### config.mk
export PLATFORM = sky130hd
export DESIGN_NAME = sound_voice_allocator_unit_flat
export DESIGN_NICKNAME = d
export VERILOG_FILES = /design/src/rtl/sva_pkg.sv /design/src/rtl/sva_item_if.sv /design/src/rtl/sva_result_if.sv /design/src/rtl/sva_cfg_if.sv /design/src/rtl/sound_voice_allocator_unit.sv /design/src/rtl/sva_ram.sv /design/src/rtl/sva_ctrl.sv /design/src/rtl/sva_datapath.sv /design/src/flat_wrapper.sv
export VERILOG_INCLUDE_DIRS = /design/src /design/src/rtl
export SDC_FILE = /design/constraint.sdc
export NUM_CORES = 2
export LEC_CHECK = 0
export ABC_AREA = 1
export ABC_CLOCK_PERIOD_IN_PS = 6200
export BUFFER_PORTS_ARGS = -buffer_cell sky130_fd_sc_hd__buf_4
export CORE_MARGIN = 10
export CORE_UTILIZATION = 36
export DETAILED_ROUTE_END_ITERATION = 12
export GPL_ROUTABILITY_DRIVEN = 0
export PLACE_DENSITY_LB_ADDON = 0.12
export SKIP_LAST_GASP = 1
export SYNTH_ARGS = -nofsm -noshare
export SYNTH_HDL_FRONTEND = slang
export SYNTH_SLANG_ARGS = --single-unit
export TNS_END_PERCENT = 5
### constraint.sdc
create_clock -name clk -period 6.2 [get_ports clk]
set_input_delay 1.24 -clock clk [delete_from_list [all_inputs] [get_ports clk]]
set_output_delay 1.24 -clock clk [all_outputs]
set_load 0.03 [all_outputs]
### src/rtl/sound_voice_allocator_unit_macros.svh
// Assertion macros for the voice allocator.
// Included by the top level; no other dependencies.
`ifndef SOUND_VOICE_ALLOCATOR_UNIT_MACROS_SVH
`define SOUND_VOICE_ALLOCATOR_UNIT_MACROS_SVH
`ifndef SYNTH
`define SVAU_ASSERT_NOW(label, clk, rst_n, ante, cons) \
    label: assert property (@(posedge clk) disable iff (!rst_n) (ante) |-> (cons)) \
        else $error("voice allocator check failed");
`define SVAU_ASSERT_NEXT(label, clk, rst_n, ante, cons) \
    label: assert property (@(posedge clk) disable iff (!rst_n) (ante) |=> (cons)) \
        else $error("voice allocator check failed");
`else
`define SVAU_ASSERT_NOW(label, clk, rst_n, ante, cons)
`define SVAU_ASSERT_NEXT(label, clk, rst_n, ante, cons)
`endif
`endif

### src/rtl/sva_pkg.sv
// Shared types, codes and helpers for the voice allocator.
// No dependencies.
`timescale 1ns / 1ps
`default_nettype none
package sva_pkg;

    typedef enum logic [2:0] {
        S_IDLE,
        S_TREAD,
        S_CHECK,
        S_SCAN,
        S_DRAIN,
        S_DECIDE
    } sva_state_t;

    localparam logic CMD_ACQUIRE = 1'b0;
    localparam logic CMD_RELEASE = 1'b1;

    localparam logic [2:0] STAT_OK       = 3'd0;
    localparam logic [2:0] STAT_BAD_TYPE = 3'd1;
    localparam logic [2:0] STAT_REPEAT   = 3'd2;
    localparam logic [2:0] STAT_NO_VOICE = 3'd3;
    localparam logic [2:0] STAT_BAD_SLOT = 3'd4;
    localparam logic [2:0] STAT_RELEASED = 3'd5;

    localparam logic [2:0] CFG_CAPACITY = 3'd0;
    localparam logic [2:0] CFG_ORD_LIMIT = 3'd1;
    localparam logic [2:0] CFG_REUSE_DLY = 3'd2;
    localparam logic [2:0] CFG_REPEAT_WIN = 3'd3;
    localparam logic [2:0] CFG_PRI_MAP = 3'd4;

    typedef struct packed {
        logic load_item;
        logic type_read;
        logic check_finish;
        logic scan_start;
        logic scan_issue;
        logic decide_finish;
    } sva_cmd_t;

    typedef struct packed {
        logic check_final;
        logic cap_zero;
        logic issue_last;
        logic out_free;
    } sva_stat_t;

    // priority code 3 counts as 2
    function automatic logic [1:0] pri_of(input logic [63:0] pmap, input logic [4:0] t);
        logic [1:0] p;
        p = pmap[{t, 1'b0} +: 2];
        return (p == 2'd3) ? 2'd2 : p;
    endfunction

endpackage
`default_nettype wire

### src/rtl/sva_item_if.sv
// Request channel: acquire/release items.
// No dependencies.
`timescale 1ns / 1ps
`default_nettype none
interface sva_item_if;
    logic        valid;
    logic        ready;
    logic        command;
    logic [4:0]  sound_type;
    logic [4:0]  slot;
    logic [31:0] now_ms;

    modport source (output valid, command, sound_type, slot, now_ms, input ready);
    modport sink (input valid, command, sound_type, slot, now_ms, output ready);
endinterface
`default_nettype wire

### src/rtl/sva_result_if.sv
// Result channel: grant, voice index and status.
// No dependencies.
`timescale 1ns / 1ps
`default_nettype none
interface sva_result_if;
    logic       valid;
    logic       ready;
    logic       granted;
    logic [3:0] voice_index;
    logic [2:0] status;

    modport source (output valid, granted, voice_index, status, input ready);
    modport sink (input valid, granted, voice_index, status, output ready);
endinterface
`default_nettype wire

### src/rtl/sva_cfg_if.sv
// Configuration write channel: register index and data.
// No dependencies.
`timescale 1ns / 1ps
`default_nettype none
interface sva_cfg_if;
    logic        valid;
    logic        ready;
    logic [2:0]  index;
    logic [63:0] data;

    modport source (output valid, index, data, input ready);
    modport sink (input valid, index, data, output ready);
endinterface
`default_nettype wire

### src/rtl/sound_voice_allocator_unit.sv
// Top level of the voice allocator: sequencer, datapath, channel wiring.
// Depends on sva_pkg, the channel interfaces, sva_ctrl and sva_datapath.
//
//  channel  | dir | payload                                  | transfer when
//  ---------+-----+------------------------------------------+---------------
//  item     | in  | command, sound_type, slot, now_ms        | valid & ready
//  result   | out | granted, voice_index, status             | valid & ready
//  cfg      | in  | index (register number), data            | valid & ready
//
// Acquire: TREAD, CHECK, SCAN, DRAIN, DECIDE; the scan reads one voice per
// cycle through the read ports of the start and reuse RAMs.
// Release and rejected acquires end in CHECK; zero capacity skips to DECIDE.
// Reset clears voice and type flags and loads register defaults; no clearing pass.
// A waiting result does not block the next item transfer; a full result
// register stalls only the final step of the following item.
`timescale 1ns / 1ps
`default_nettype none
`include "sound_voice_allocator_unit_macros.svh"
module sound_voice_allocator_unit #(
    parameter int MAX_VOICES = 16,
    parameter int NUM_TYPES  = 16
) (
    input  wire logic          clk,
    input  wire logic          rst_n,
    sva_item_if.sink           item,
    sva_result_if.source       result,
    sva_cfg_if.sink            cfg
);
    import sva_pkg::*;

    sva_cmd_t  cmd;
    sva_stat_t st;

    assign cfg.ready = 1'b1;

    sva_ctrl u_ctrl (
        .clk      (clk),
        .rst_n    (rst_n),
        .in_valid (item.valid),
        .in_ready (item.ready),
        .st       (st),
        .cmd      (cmd)
    );

    sva_datapath #(
        .MAX_VOICES (MAX_VOICES),
        .NUM_TYPES  (NUM_TYPES)
    ) u_dp (
        .clk             (clk),
        .rst_n           (rst_n),
        .cmd             (cmd),
        .st              (st),
        .in_command      (item.command),
        .in_sound_type   (item.sound_type),
        .in_slot         (item.slot),
        .in_now_ms       (item.now_ms),
        .cfg_we          (cfg.valid),
        .cfg_index       (cfg.index),
        .cfg_data        (cfg.data),
        .out_valid       (result.valid),
        .out_ready       (result.ready),
        .out_granted     (result.granted),
        .out_voice_index (result.voice_index),
        .out_status      (result.status)
    );

    `SVAU_ASSERT_NEXT(a_one_item_at_a_time, clk, rst_n, item.valid && item.ready, !item.ready)
    `SVAU_ASSERT_NOW(a_grant_is_ok, clk, rst_n, result.valid && result.granted, result.status == STAT_OK)
    `SVAU_ASSERT_NOW(a_no_grant_zero_idx, clk, rst_n,
        result.valid && !result.granted, result.voice_index == 4'd0)
    `SVAU_ASSERT_NOW(a_load_when_free, clk, rst_n, cmd.check_finish || cmd.decide_finish, st.out_free)
endmodule
`default_nettype wire

### src/rtl/sva_ram.sv
// Generic simple dual-port RAM, one write and one registered read port.
// No dependencies.
`timescale 1ns / 1ps
`default_nettype none
module sva_ram #(
    parameter int WIDTH = 32,
    parameter int DEPTH = 16
) (
    input  wire logic                                   clk,
    input  wire logic                                   we,
    input  wire logic [(DEPTH > 1 ? $clog2(DEPTH) : 1)-1:0] waddr,
    input  wire logic [WIDTH-1:0]                       wdata,
    input  wire logic                                   re,
    input  wire logic [(DEPTH > 1 ? $clog2(DEPTH) : 1)-1:0] raddr,
    output logic      [WIDTH-1:0]                       rdata
);
    logic [WIDTH-1:0] mem [DEPTH];

    always_ff @(posedge clk)
    begin
        if (we)
        begin
            mem[waddr] <= wdata;
        end
        if (re)
        begin
            rdata <= mem[raddr];
        end
    end
endmodule
`default_nettype wire

### src/rtl/sva_ctrl.sv
// Sequencer for the voice allocator: check, scan, decide.
// Depends on sva_pkg.
`timescale 1ns / 1ps
`default_nettype none
module sva_ctrl (
    input  wire logic               clk,
    input  wire logic               rst_n,
    input  wire logic               in_valid,
    output logic                    in_ready,
    input  wire sva_pkg::sva_stat_t st,
    output sva_pkg::sva_cmd_t       cmd
);
    import sva_pkg::*;

    sva_state_t state_reg, state_next;

    always_ff @(posedge clk or negedge rst_n)
    begin
        if (!rst_n)
        begin
            state_reg <= S_IDLE;
        end
        else
        begin
            state_reg <= state_next;
        end
    end

    always_comb
    begin
        state_next = state_reg;
        case (state_reg)
            S_IDLE:
            begin
                if (in_valid)
                begin
                    state_next = S_TREAD;
                end
            end
            S_TREAD:
            begin
                state_next = S_CHECK;
            end
            S_CHECK:
            begin
                if (st.check_final)
                begin
                    if (st.out_free)
                    begin
                        state_next = S_IDLE;
                    end
                end
                else if (st.cap_zero)
                begin
                    state_next = S_DECIDE;
                end
                else
                begin
                    state_next = S_SCAN;
                end
            end
            S_SCAN:
            begin
                if (st.issue_last)
                begin
                    state_next = S_DRAIN;
                end
            end
            S_DRAIN:
            begin
                state_next = S_DECIDE;
            end
            S_DECIDE:
            begin
                if (st.out_free)
                begin
                    state_next = S_IDLE;
                end
            end
            default:
            begin
                state_next = S_IDLE;
            end
        endcase
    end

    always_comb
    begin
        cmd      = '0;
        in_ready = 1'b0;
        case (state_reg)
            S_IDLE:
            begin
                in_ready      = 1'b1;
                cmd.load_item = in_valid;
            end
            S_TREAD:
            begin
                cmd.type_read = 1'b1;
            end
            S_CHECK:
            begin
                cmd.check_finish = st.check_final && st.out_free;
                cmd.scan_start   = !st.check_final;
            end
            S_SCAN:
            begin
                cmd.scan_issue = 1'b1;
            end
            S_DRAIN:
            begin
                cmd = '0;
            end
            S_DECIDE:
            begin
                cmd.decide_finish = st.out_free;
            end
            default:
            begin
                cmd = '0;
            end
        endcase
    end
endmodule
`default_nettype wire

### src/rtl/sva_datapath.sv
// Voice tables, config registers, scan trackers and result register.
// Depends on sva_pkg and sva_ram.
`timescale 1ns / 1ps
`default_nettype none
module sva_datapath #(
    parameter int MAX_VOICES = 16,
    parameter int NUM_TYPES  = 16
) (
    input  wire logic               clk,
    input  wire logic               rst_n,
    input  wire sva_pkg::sva_cmd_t  cmd,
    output sva_pkg::sva_stat_t      st,
    input  wire logic               in_command,
    input  wire logic [4:0]         in_sound_type,
    input  wire logic [4:0]         in_slot,
    input  wire logic [31:0]        in_now_ms,
    input  wire logic               cfg_we,
    input  wire logic [2:0]         cfg_index,
    input  wire logic [63:0]        cfg_data,
    output logic                    out_valid,
    input  wire logic               out_ready,
    output logic                    out_granted,
    output logic [3:0]              out_voice_index,
    output logic [2:0]              out_status
);
    import sva_pkg::*;

    localparam int VW      = (MAX_VOICES > 1) ? $clog2(MAX_VOICES) : 1;
    localparam int TW      = (NUM_TYPES > 1) ? $clog2(NUM_TYPES) : 1;
    localparam int CW      = $clog2(MAX_VOICES + 1);
    localparam int CMPW    = CW + 5;
    localparam int CAP_RST = (MAX_VOICES < 16) ? MAX_VOICES : 16;

    // configuration
    logic [CW-1:0] cap_reg, cap_next;
    logic [CW-1:0] ord_reg, ord_next;
    logic [15:0]   reuse_dly_reg;
    logic [15:0]   window_reg;
    logic [63:0]   pmap_reg;
    logic [4:0]    cfg_v5;
    logic [CW-1:0] cap_clip;

    // latched item
    logic          command_reg;
    logic [4:0]    type_reg;
    logic [4:0]    slot_reg;
    logic [31:0]   now_reg;

    // per-voice and per-type flags
    logic [MAX_VOICES-1:0] active_reg, active_next;
    logic [MAX_VOICES-1:0] stamped_reg, stamped_next;
    logic [NUM_TYPES-1:0]  started_reg, started_next;

    // scan
    logic [VW-1:0] issue_idx_reg;
    logic [VW-1:0] eval_idx_reg;
    logic          rd_valid_reg;
    logic          free_found_reg, free_found_next;
    logic [VW-1:0] free_idx_reg, free_idx_next;
    logic          steal_found_reg, steal_found_next;
    logic [VW-1:0] steal_idx_reg, steal_idx_next;
    logic [31:0]   oldest_reg, oldest_next;

    // memories
    logic [31:0]    last_start;
    logic [TW+31:0] start_rdata;
    logic [31:0]    reuse_rdata;
    logic           start_we;
    logic           reuse_we;
    logic [32:0]    reuse_sum;
    logic [31:0]    reuse_sat;

    // derived
    logic [TW-1:0] tidx;
    logic          type_bad;
    logic          slot_bad;
    logic          repeat_hit;
    logic [1:0]    req_pri;
    logic [CW-1:0] limit;
    logic          is_release;
    logic [2:0]    check_code;
    logic          v_active;
    logic [31:0]   v_reuse;
    logic [31:0]   v_start;
    logic [TW-1:0] v_type;
    logic          free_hit;
    logic          steal_hit;
    logic          grant;
    logic [VW-1:0] pick;
    logic          out_load;

    // ---------------- configuration ----------------
    assign cfg_v5   = cfg_data[4:0];
    assign cap_clip = (CMPW'(cfg_v5) > CMPW'(MAX_VOICES)) ? CW'(MAX_VOICES) : CW'(cfg_v5);

    always_comb
    begin
        cap_next = cap_reg;
        ord_next = ord_reg;
        if (cfg_we)
        begin
            case (cfg_index)
                CFG_CAPACITY:
                begin
                    cap_next = cap_clip;
                    if (ord_reg > cap_clip)
                    begin
                        ord_next = cap_clip;
                    end
                end
                CFG_ORD_LIMIT:
                begin
                    ord_next = (CMPW'(cfg_v5) > CMPW'(cap_reg)) ? cap_reg : CW'(cfg_v5);
                end
                default:
                begin
                    cap_next = cap_reg;
                end
            endcase
        end
    end

    always_ff @(posedge clk or negedge rst_n)
    begin
        if (!rst_n)
        begin
            cap_reg       <= CW'(CAP_RST);
            ord_reg       <= CW'(CAP_RST);
            reuse_dly_reg <= '0;
            window_reg    <= '0;
            pmap_reg      <= '0;
        end
        else
        begin
            cap_reg <= cap_next;
            ord_reg <= ord_next;
            if (cfg_we && cfg_index == CFG_REUSE_DLY)
            begin
                reuse_dly_reg <= cfg_data[15:0];
            end
            if (cfg_we && cfg_index == CFG_REPEAT_WIN)
            begin
                window_reg <= cfg_data[15:0];
            end
            if (cfg_we && cfg_index == CFG_PRI_MAP)
            begin
                pmap_reg <= cfg_data;
            end
        end
    end

    // ---------------- item latch ----------------
    always_ff @(posedge clk)
    begin
        if (cmd.load_item)
        begin
            command_reg <= in_command;
            type_reg    <= in_sound_type;
            slot_reg    <= in_slot;
            now_reg     <= in_now_ms;
        end
    end

    // ---------------- checks ----------------
    assign tidx       = TW'(type_reg);
    assign is_release = (command_reg == CMD_RELEASE);
    assign type_bad   = (6'(type_reg) >= 6'(NUM_TYPES));
    assign slot_bad   = (CMPW'(slot_reg) >= CMPW'(cap_reg));
    assign repeat_hit = started_reg[tidx] && (now_reg >= last_start)
                        && ((now_reg - last_start) < {16'd0, window_reg});
    assign req_pri    = pri_of(pmap_reg, type_reg);
    assign limit      = (req_pri != 2'd0) ? cap_reg : ord_reg;

    always_comb
    begin
        if (is_release)
        begin
            check_code = slot_bad ? STAT_BAD_SLOT : STAT_RELEASED;
        end
        else if (type_bad)
        begin
            check_code = STAT_BAD_TYPE;
        end
        else
        begin
            check_code = STAT_REPEAT;
        end
    end

    assign reuse_sum = {1'b0, now_reg} + {17'd0, reuse_dly_reg};
    assign reuse_sat = reuse_sum[32] ? 32'hFFFF_FFFF : reuse_sum[31:0];
    assign reuse_we  = cmd.check_finish && is_release && !slot_bad;

    // ---------------- scan ----------------
    assign v_active = active_reg[eval_idx_reg];
    assign v_reuse  = stamped_reg[eval_idx_reg] ? reuse_rdata : 32'd0;
    assign v_start  = start_rdata[31:0];
    assign v_type   = start_rdata[TW+31:32];

    assign free_hit  = rd_valid_reg && !v_active && (now_reg >= v_reuse)
                       && (CW'(eval_idx_reg) < limit);
    assign steal_hit = rd_valid_reg && v_active && (pri_of(pmap_reg, 5'(v_type)) < req_pri)
                       && (!steal_found_reg || v_start < oldest_reg);

    always_comb
    begin
        free_found_next  = free_found_reg;
        free_idx_next    = free_idx_reg;
        steal_found_next = steal_found_reg;
        steal_idx_next   = steal_idx_reg;
        oldest_next      = oldest_reg;
        if (cmd.scan_start)
        begin
            free_found_next  = 1'b0;
            steal_found_next = 1'b0;
        end
        else
        begin
            // keep the lowest free index only
            if (free_hit && !free_found_reg)
            begin
                free_found_next = 1'b1;
                free_idx_next   = eval_idx_reg;
            end
            if (steal_hit)
            begin
                steal_found_next = 1'b1;
                steal_idx_next   = eval_idx_reg;
                oldest_next      = v_start;
            end
        end
    end

    always_ff @(posedge clk or negedge rst_n)
    begin
        if (!rst_n)
        begin
            rd_valid_reg    <= 1'b0;
            free_found_reg  <= 1'b0;
            steal_found_reg <= 1'b0;
        end
        else
        begin
            rd_valid_reg    <= cmd.scan_issue;
            free_found_reg  <= free_found_next;
            steal_found_reg <= steal_found_next;
        end
    end

    always_ff @(posedge clk)
    begin
        free_idx_reg  <= free_idx_next;
        steal_idx_reg <= steal_idx_next;
        oldest_reg    <= oldest_next;
        eval_idx_reg  <= issue_idx_reg;
        if (cmd.scan_start)
        begin
            issue_idx_reg <= '0;
        end
        else if (cmd.scan_issue)
        begin
            issue_idx_reg <= issue_idx_reg + VW'(1);
        end
    end

    // ---------------- decide ----------------
    assign grant    = free_found_reg || ((req_pri != 2'd0) && steal_found_reg);
    assign pick     = free_found_reg ? free_idx_reg : steal_idx_reg;
    assign start_we = cmd.decide_finish && grant;

    always_comb
    begin
        active_next  = active_reg;
        stamped_next = stamped_reg;
        started_next = started_reg;
        if (reuse_we)
        begin
            active_next[VW'(slot_reg)]  = 1'b0;
            stamped_next[VW'(slot_reg)] = 1'b1;
        end
        if (start_we)
        begin
            active_next[pick]  = 1'b1;
            started_next[tidx] = 1'b1;
        end
    end

    always_ff @(posedge clk or negedge rst_n)
    begin
        if (!rst_n)
        begin
            active_reg  <= '0;
            stamped_reg <= '0;
            started_reg <= '0;
        end
        else
        begin
            active_reg  <= active_next;
            stamped_reg <= stamped_next;
            started_reg <= started_next;
        end
    end

    // ---------------- memories ----------------
    sva_ram #(
        .WIDTH (32),
        .DEPTH (NUM_TYPES)
    ) u_type_ram (
        .clk   (clk),
        .we    (start_we),
        .waddr (tidx),
        .wdata (now_reg),
        .re    (cmd.type_read),
        .raddr (tidx),
        .rdata (last_start)
    );

    sva_ram #(
        .WIDTH (TW + 32),
        .DEPTH (MAX_VOICES)
    ) u_start_ram (
        .clk   (clk),
        .we    (start_we),
        .waddr (pick),
        .wdata ({tidx, now_reg}),
        .re    (cmd.scan_issue),
        .raddr (issue_idx_reg),
        .rdata (start_rdata)
    );

    sva_ram #(
        .WIDTH (32),
        .DEPTH (MAX_VOICES)
    ) u_reuse_ram (
        .clk   (clk),
        .we    (reuse_we),
        .waddr (VW'(slot_reg)),
        .wdata (reuse_sat),
        .re    (cmd.scan_issue),
        .raddr (issue_idx_reg),
        .rdata (reuse_rdata)
    );

    // ---------------- result register ----------------
    assign out_load = cmd.check_finish || cmd.decide_finish;

    always_ff @(posedge clk or negedge rst_n)
    begin
        if (!rst_n)
        begin
            out_valid <= 1'b0;
        end
        else if (out_load)
        begin
            out_valid <= 1'b1;
        end
        else if (out_ready)
        begin
            out_valid <= 1'b0;
        end
    end

    always_ff @(posedge clk)
    begin
        if (cmd.check_finish)
        begin
            out_granted     <= 1'b0;
            out_voice_index <= 4'd0;
            out_status      <= check_code;
        end
        else if (cmd.decide_finish)
        begin
            out_granted     <= grant;
            out_voice_index <= grant ? 4'(pick) : 4'd0;
            out_status      <= grant ? STAT_OK : STAT_NO_VOICE;
        end
    end

    // ---------------- status ----------------
    assign st.check_final = is_release || type_bad || repeat_hit;
    assign st.cap_zero    = (cap_reg == '0);
    assign st.issue_last  = (CW'(issue_idx_reg) == cap_reg - CW'(1));
    assign st.out_free    = !out_valid || out_ready;
endmodule
`default_nettype wire
### src/flat_wrapper.sv
// flat-port wrapper written by rule: the top's interface ports become plain ports
module sound_voice_allocator_unit_flat import sva_pkg::*;
#(
    parameter int MAX_VOICES = 16,
    parameter int NUM_TYPES  = 16
)
  (clk, rst_n, item_valid, item_command, item_sound_type, item_slot, item_now_ms, item_ready, result_valid, result_granted, result_voice_index, result_status, result_ready, cfg_valid, cfg_index, cfg_data, cfg_ready);
  sva_item_if item_i ();
  sva_result_if result_i ();
  sva_cfg_if cfg_i ();
  input  wire logic clk;
  input  wire logic rst_n;
  input wire logic [$bits(item_i.valid)-1:0] item_valid;
  input wire logic [$bits(item_i.command)-1:0] item_command;
  input wire logic [$bits(item_i.sound_type)-1:0] item_sound_type;
  input wire logic [$bits(item_i.slot)-1:0] item_slot;
  input wire logic [$bits(item_i.now_ms)-1:0] item_now_ms;
  output wire logic [$bits(item_i.ready)-1:0] item_ready;
  output wire logic [$bits(result_i.valid)-1:0] result_valid;
  output wire logic [$bits(result_i.granted)-1:0] result_granted;
  output wire logic [$bits(result_i.voice_index)-1:0] result_voice_index;
  output wire logic [$bits(result_i.status)-1:0] result_status;
  input wire logic [$bits(result_i.ready)-1:0] result_ready;
  input wire logic [$bits(cfg_i.valid)-1:0] cfg_valid;
  input wire logic [$bits(cfg_i.index)-1:0] cfg_index;
  input wire logic [$bits(cfg_i.data)-1:0] cfg_data;
  output wire logic [$bits(cfg_i.ready)-1:0] cfg_ready;
  assign item_i.valid = item_valid;
  assign item_i.command = item_command;
  assign item_i.sound_type = item_sound_type;
  assign item_i.slot = item_slot;
  assign item_i.now_ms = item_now_ms;
  assign item_ready = item_i.ready;
  assign result_valid = result_i.valid;
  assign result_granted = result_i.granted;
  assign result_voice_index = result_i.voice_index;
  assign result_status = result_i.status;
  assign result_i.ready = result_ready;
  assign cfg_i.valid = cfg_valid;
  assign cfg_i.index = cfg_index;
  assign cfg_i.data = cfg_data;
  assign cfg_ready = cfg_i.ready;
  sound_voice_allocator_unit #(.MAX_VOICES(MAX_VOICES), .NUM_TYPES(NUM_TYPES)) u_core (.clk(clk), .rst_n(rst_n), .item(item_i), .result(result_i), .cfg(cfg_i));
endmodule
==> impl_metrics.tcl <==
set metrics [dict create \
    status "finished clean" \
    timing.critical_path.fanout_max 32 \
    number_of_enable_flip_flop_cells_after_synthesis 1786 \
    place.detailed.instances 9244 \
    clock_sinks 1960 \
    grt_pass1_wl_um 369000 \
    pin_count 126 \
    postPlaceCellArea_um2 85800 \
    critPathMostFrequentCell "sky130_fd_sc_hd__nand2_1" \
    whs_ns 0.424 \
    grt_max_degree 160 \
    final_net_count 6744 \
    max-clock-path-buffers 3 \
    synthArstFlopShare_pct 8.21 \
    clk_latency_ns 0.85 \
    area_growth_syn_to_layout_pct 14.6 \
    reg.largest.list "u_core.u_dp.u_start_ram.mem: 576 flops, u_core.u_dp.u_reuse_ram.mem: 512 flops, u_core.u_dp.u_type_ram.mem: 512 flops" \
    initial_core_util_pct 36.3 \
    synth.avg_cell_area_um2 12.7 \
    synth.yosys.warnings 0 \
    fmax_mhz 192 \
    measured_slew_at_the_worst_slew_check_pin_ns 1.32 \
    synthCells 6335 \
    layout_commonest_cell "sky130_fd_sc_hd__edfxtp_1" \
    finalWorstPathRequiredPeriod_ns 5.21 \
    post_synth_instance_area_um2 80700 \
    number_of_hold_violations_in_the_final_report 0 \
    htree_levels 4 \
    type_of_the_most_critical_hold_path "in2async" \
    max_flop_register "u_core.u_dp.u_start_ram.mem" \
    synth_flop_cell "sky130_fd_sc_hd__edfxtp_1" \
    finClkSkew_ns 0.0330 \
    largest_register_ffs 576 \
    clockRootBuffer "sky130_fd_sc_hd__clkbuf_16" \
    design.die.area_um2 243000 \
    tritoncts "done" \
    dieHeight_um 493 \
    worstPathArrival_ns 5.75 \
    first_global_vias 51400 \
    drt-wirelength-per-cell_um 26.8 \
    tritoncts.num_buffers 209 \
    commonest_cells_after_routing_fill_and_taps_aside "sky130_fd_sc_hd__edfxtp_1 (1786), sky130_fd_sc_hd__o21ai_0 (728), sky130_fd_sc_hd__nor2_1 (719), sky130_fd_sc_hd__nand2_1 (658), sky130_fd_sc_hd__inv_1 (409)" \
    cp_top_family "simple AND/OR/NAND/NOR gates" \
    remaining_routing_drc_violations 0 \
    distinct_cell_type_count_of_the_synthesized_netlist 57 \
    power.static_leakage_nw 32.4 \
    r2r-start "u_core.u_dp.now_reg[1]" \
    finalCritPeriodShare_pct 84.1 \
    globalRoute.totalOverflow 0 \
    final_design_instance_area_without_fill_um2 92500 \
    worstPathCellList "inv_1 -> fa_1 -> inv_1 -> nand2_1 -> nand3_1 -> nand2_1 -> nand2_1 -> xor2_1 -> ha_1 -> nand2_1 -> o21ai_0 -> nor2_1 -> nand3_1 -> nor2_1 -> nand2_1 -> nor2_1 -> nand3_1 -> nand2_1 -> nand4_1 -> buf_4 -> nor2_4 -> buf_12" \
    setup_repair_after_global_routing_missed_its_margin "false" \
    grt_antenna_before_repair 29 \
    ys_seq_elements 1960 \
    timing.critical_path.from "u_core.u_dp.now_reg[1]" \
    firstDrtPassIters 6 \
    pre_cts_ws_ns 0.945 \
    syn-num-nets 6599 \
    post_route_cells_drive_above_1_share_pct 10.4 \
    hpwlAfterDp_um 154000 \
    finalSetupViolCount 0 \
    crit_path_top_delay_cell "sky130_fd_sc_hd__edfxtp_1" \
    sequential_share_of_the_synthesized_area_pct 71.8 \
    fin_total_pwr_mw 40.3 \
    postLayoutCoreUtil_pct 41.6 \
    die_width_um 493 \
    vias_per_cell 5.44 \
    total_power_divided_by_cell_area_nw_per_um2 436 \
    type_of_the_worst_setup_path "reg2reg" \
    antenna_left 0 \
    critical_path_startpoint_category "register" \
    cts_resized 0 \
    vdd.ir_drop.worst_mv 0.354 \
    critical-path-max-stage-delay_ns 0.66 \
    clk_pin_slew_ns 0.06 \
    postCtsSetupRepairBufs 0 \
    fin_ws_ns 0.985 \
    critical_path_required_ns 6.74 \
    worstSetupEndpointType "register" \
    global_route_usage_sum_pct 20.6 \
    cts_hold_buf 0 \
    rows 173 \
    critical_path_buf_inv_count 4 \
    worst_slew_margin_rel_pct 11.7 \
    final.setup.tns_ns 0 \
    total_via_count_in_the_routed_design 52400 \
    finalWirelength_um 259000 \
    io_buffer_count 124 \
    area_of_the_core_um2 223000 \
    fin_cells 9634 \
    final_max_slew_viols 0 \
    initialDrtViolationCount 5497 \
    max_cap_viol 0 \
]
-- where the power goes --
part / switching [mW] / total [mW] / internal, mW
registers: 0.564 / 16.6 / 16.0
clock network: 5.29 / 12.2 / 6.90
logic: 8.43 / 11.5 / 3.06
-- final timing paths --
path	endpoint	slack [ns]	cells after the start
hold reg to reg	u_core.u_dp.started_reg[12]	0.45	2
hold / removal	u_core.u_dp.pmap_reg[61]	0.42	1
min in group clk	u_core.u_dp.started_reg[12]	0.45	2
setup reg to reg	u_core.u_dp.u_reuse_ram.mem[11][6]	0.99	22
setup / recovery	u_core.u_dp.u_reuse_ram.mem[11][6]	0.99	22
max in group asynchronous	u_core.u_dp.window_reg[2]	4.37	2
-- cell type report --
cell class                 instances  area, um2
fill                           20900     130000
sequential                      1960      57900
multi-input combinational       3598      20100
clock buffer                     262       5480
tap                             2975       3720
timing repair buffer             275       2420
inverter                         436       1660
clock inverter                   122       1130
antenna                            6       15.0
-- Yosys cell counts, drive strengths merged (3+ instances only) --
cell | number | area share (%)
buf | 29 | 0.17
dfxtp | 13 | 0.32
nor3 | 20 | 0.14
and2 | 4 | 0.031
o221ai | 210 | 2.3
a22oi | 270 | 2.5
o21bai | 12 | 0.11
mux2 | 40 | 0.56
nand3b | 4 | 0.037
inv | 434 | 2.0
edfxtp | 1786 | 66
nor2 | 756 | 3.5
o22ai | 68 | 0.53
or4 | 32 | 0.30
ha | 147 | 2.3
a211oi | 3 | 0.028
xor2 | 28 | 0.30
or2 | 14 | 0.11
o21ai | 729 | 4.5
nand4 | 45 | 0.35
a21boi | 4 | 0.037
nand3 | 180 | 1.1
o21a | 5 | 0.047
o211ai | 78 | 0.73
dfrtp | 159 | 4.9
a21oi | 260 | 1.6
xnor2 | 7 | 0.076
clkbuf | 312 | 1.5
nand2 | 663 | 3.1
-- cells by family after synthesis --
group | count (synthesis) | synth area share, %
muxes | 40 | 0.558
buffers and inverters | 777 | 3.65
DFF | 1960 | 71.8
AOI/OAI and AO/OA | 1651 | 12.5
other | 1 | 0.00465
and+or+nand+nor | 1722 | 8.74
xor gates and xnor gates | 35 | 0.380
adders and majority gates | 149 | 2.33
-- per-layer routing --
metal | vias to the layer above | share of wire, % | GRT usage (%)
met3 | 360 | 7.5 | 4.54
met2 | 1814 | 45 | 31.8
li1 | 23700 | - | -
met5 | - | 0.091 | 0.607
met4 | 6 | 3.1 | 6.36
met1 | 26600 | 44 | 28.8
-- worst reg2reg max path: stages, from the launching register on --
cell and delay [ns]:
sky130_fd_sc_hd__edfxtp_1 0.66, sky130_fd_sc_hd__inv_1 0.20, sky130_fd_sc_hd__fa_1 0.49, sky130_fd_sc_hd__inv_1 0.11, sky130_fd_sc_hd__nand2_1 0.06, sky130_fd_sc_hd__nand3_1 0.13, sky130_fd_sc_hd__nand2_1 0.08, sky130_fd_sc_hd__nand2_1 0.10
sky130_fd_sc_hd__xor2_1 0.20, sky130_fd_sc_hd__ha_1 0.26, sky130_fd_sc_hd__nand2_1 0.08, sky130_fd_sc_hd__o21ai_0 0.10, sky130_fd_sc_hd__nor2_1 0.12, sky130_fd_sc_hd__nand3_1 0.08, sky130_fd_sc_hd__nor2_1 0.08, sky130_fd_sc_hd__nand2_1 0.06
sky130_fd_sc_hd__nor2_1 0.11, sky130_fd_sc_hd__nand3_1 0.31, sky130_fd_sc_hd__nand2_1 0.24, sky130_fd_sc_hd__nand4_1 0.10, sky130_fd_sc_hd__buf_4 0.38, sky130_fd_sc_hd__nor2_4 0.69, sky130_fd_sc_hd__buf_12 0.27
Power figures use the tool's default switching activity.
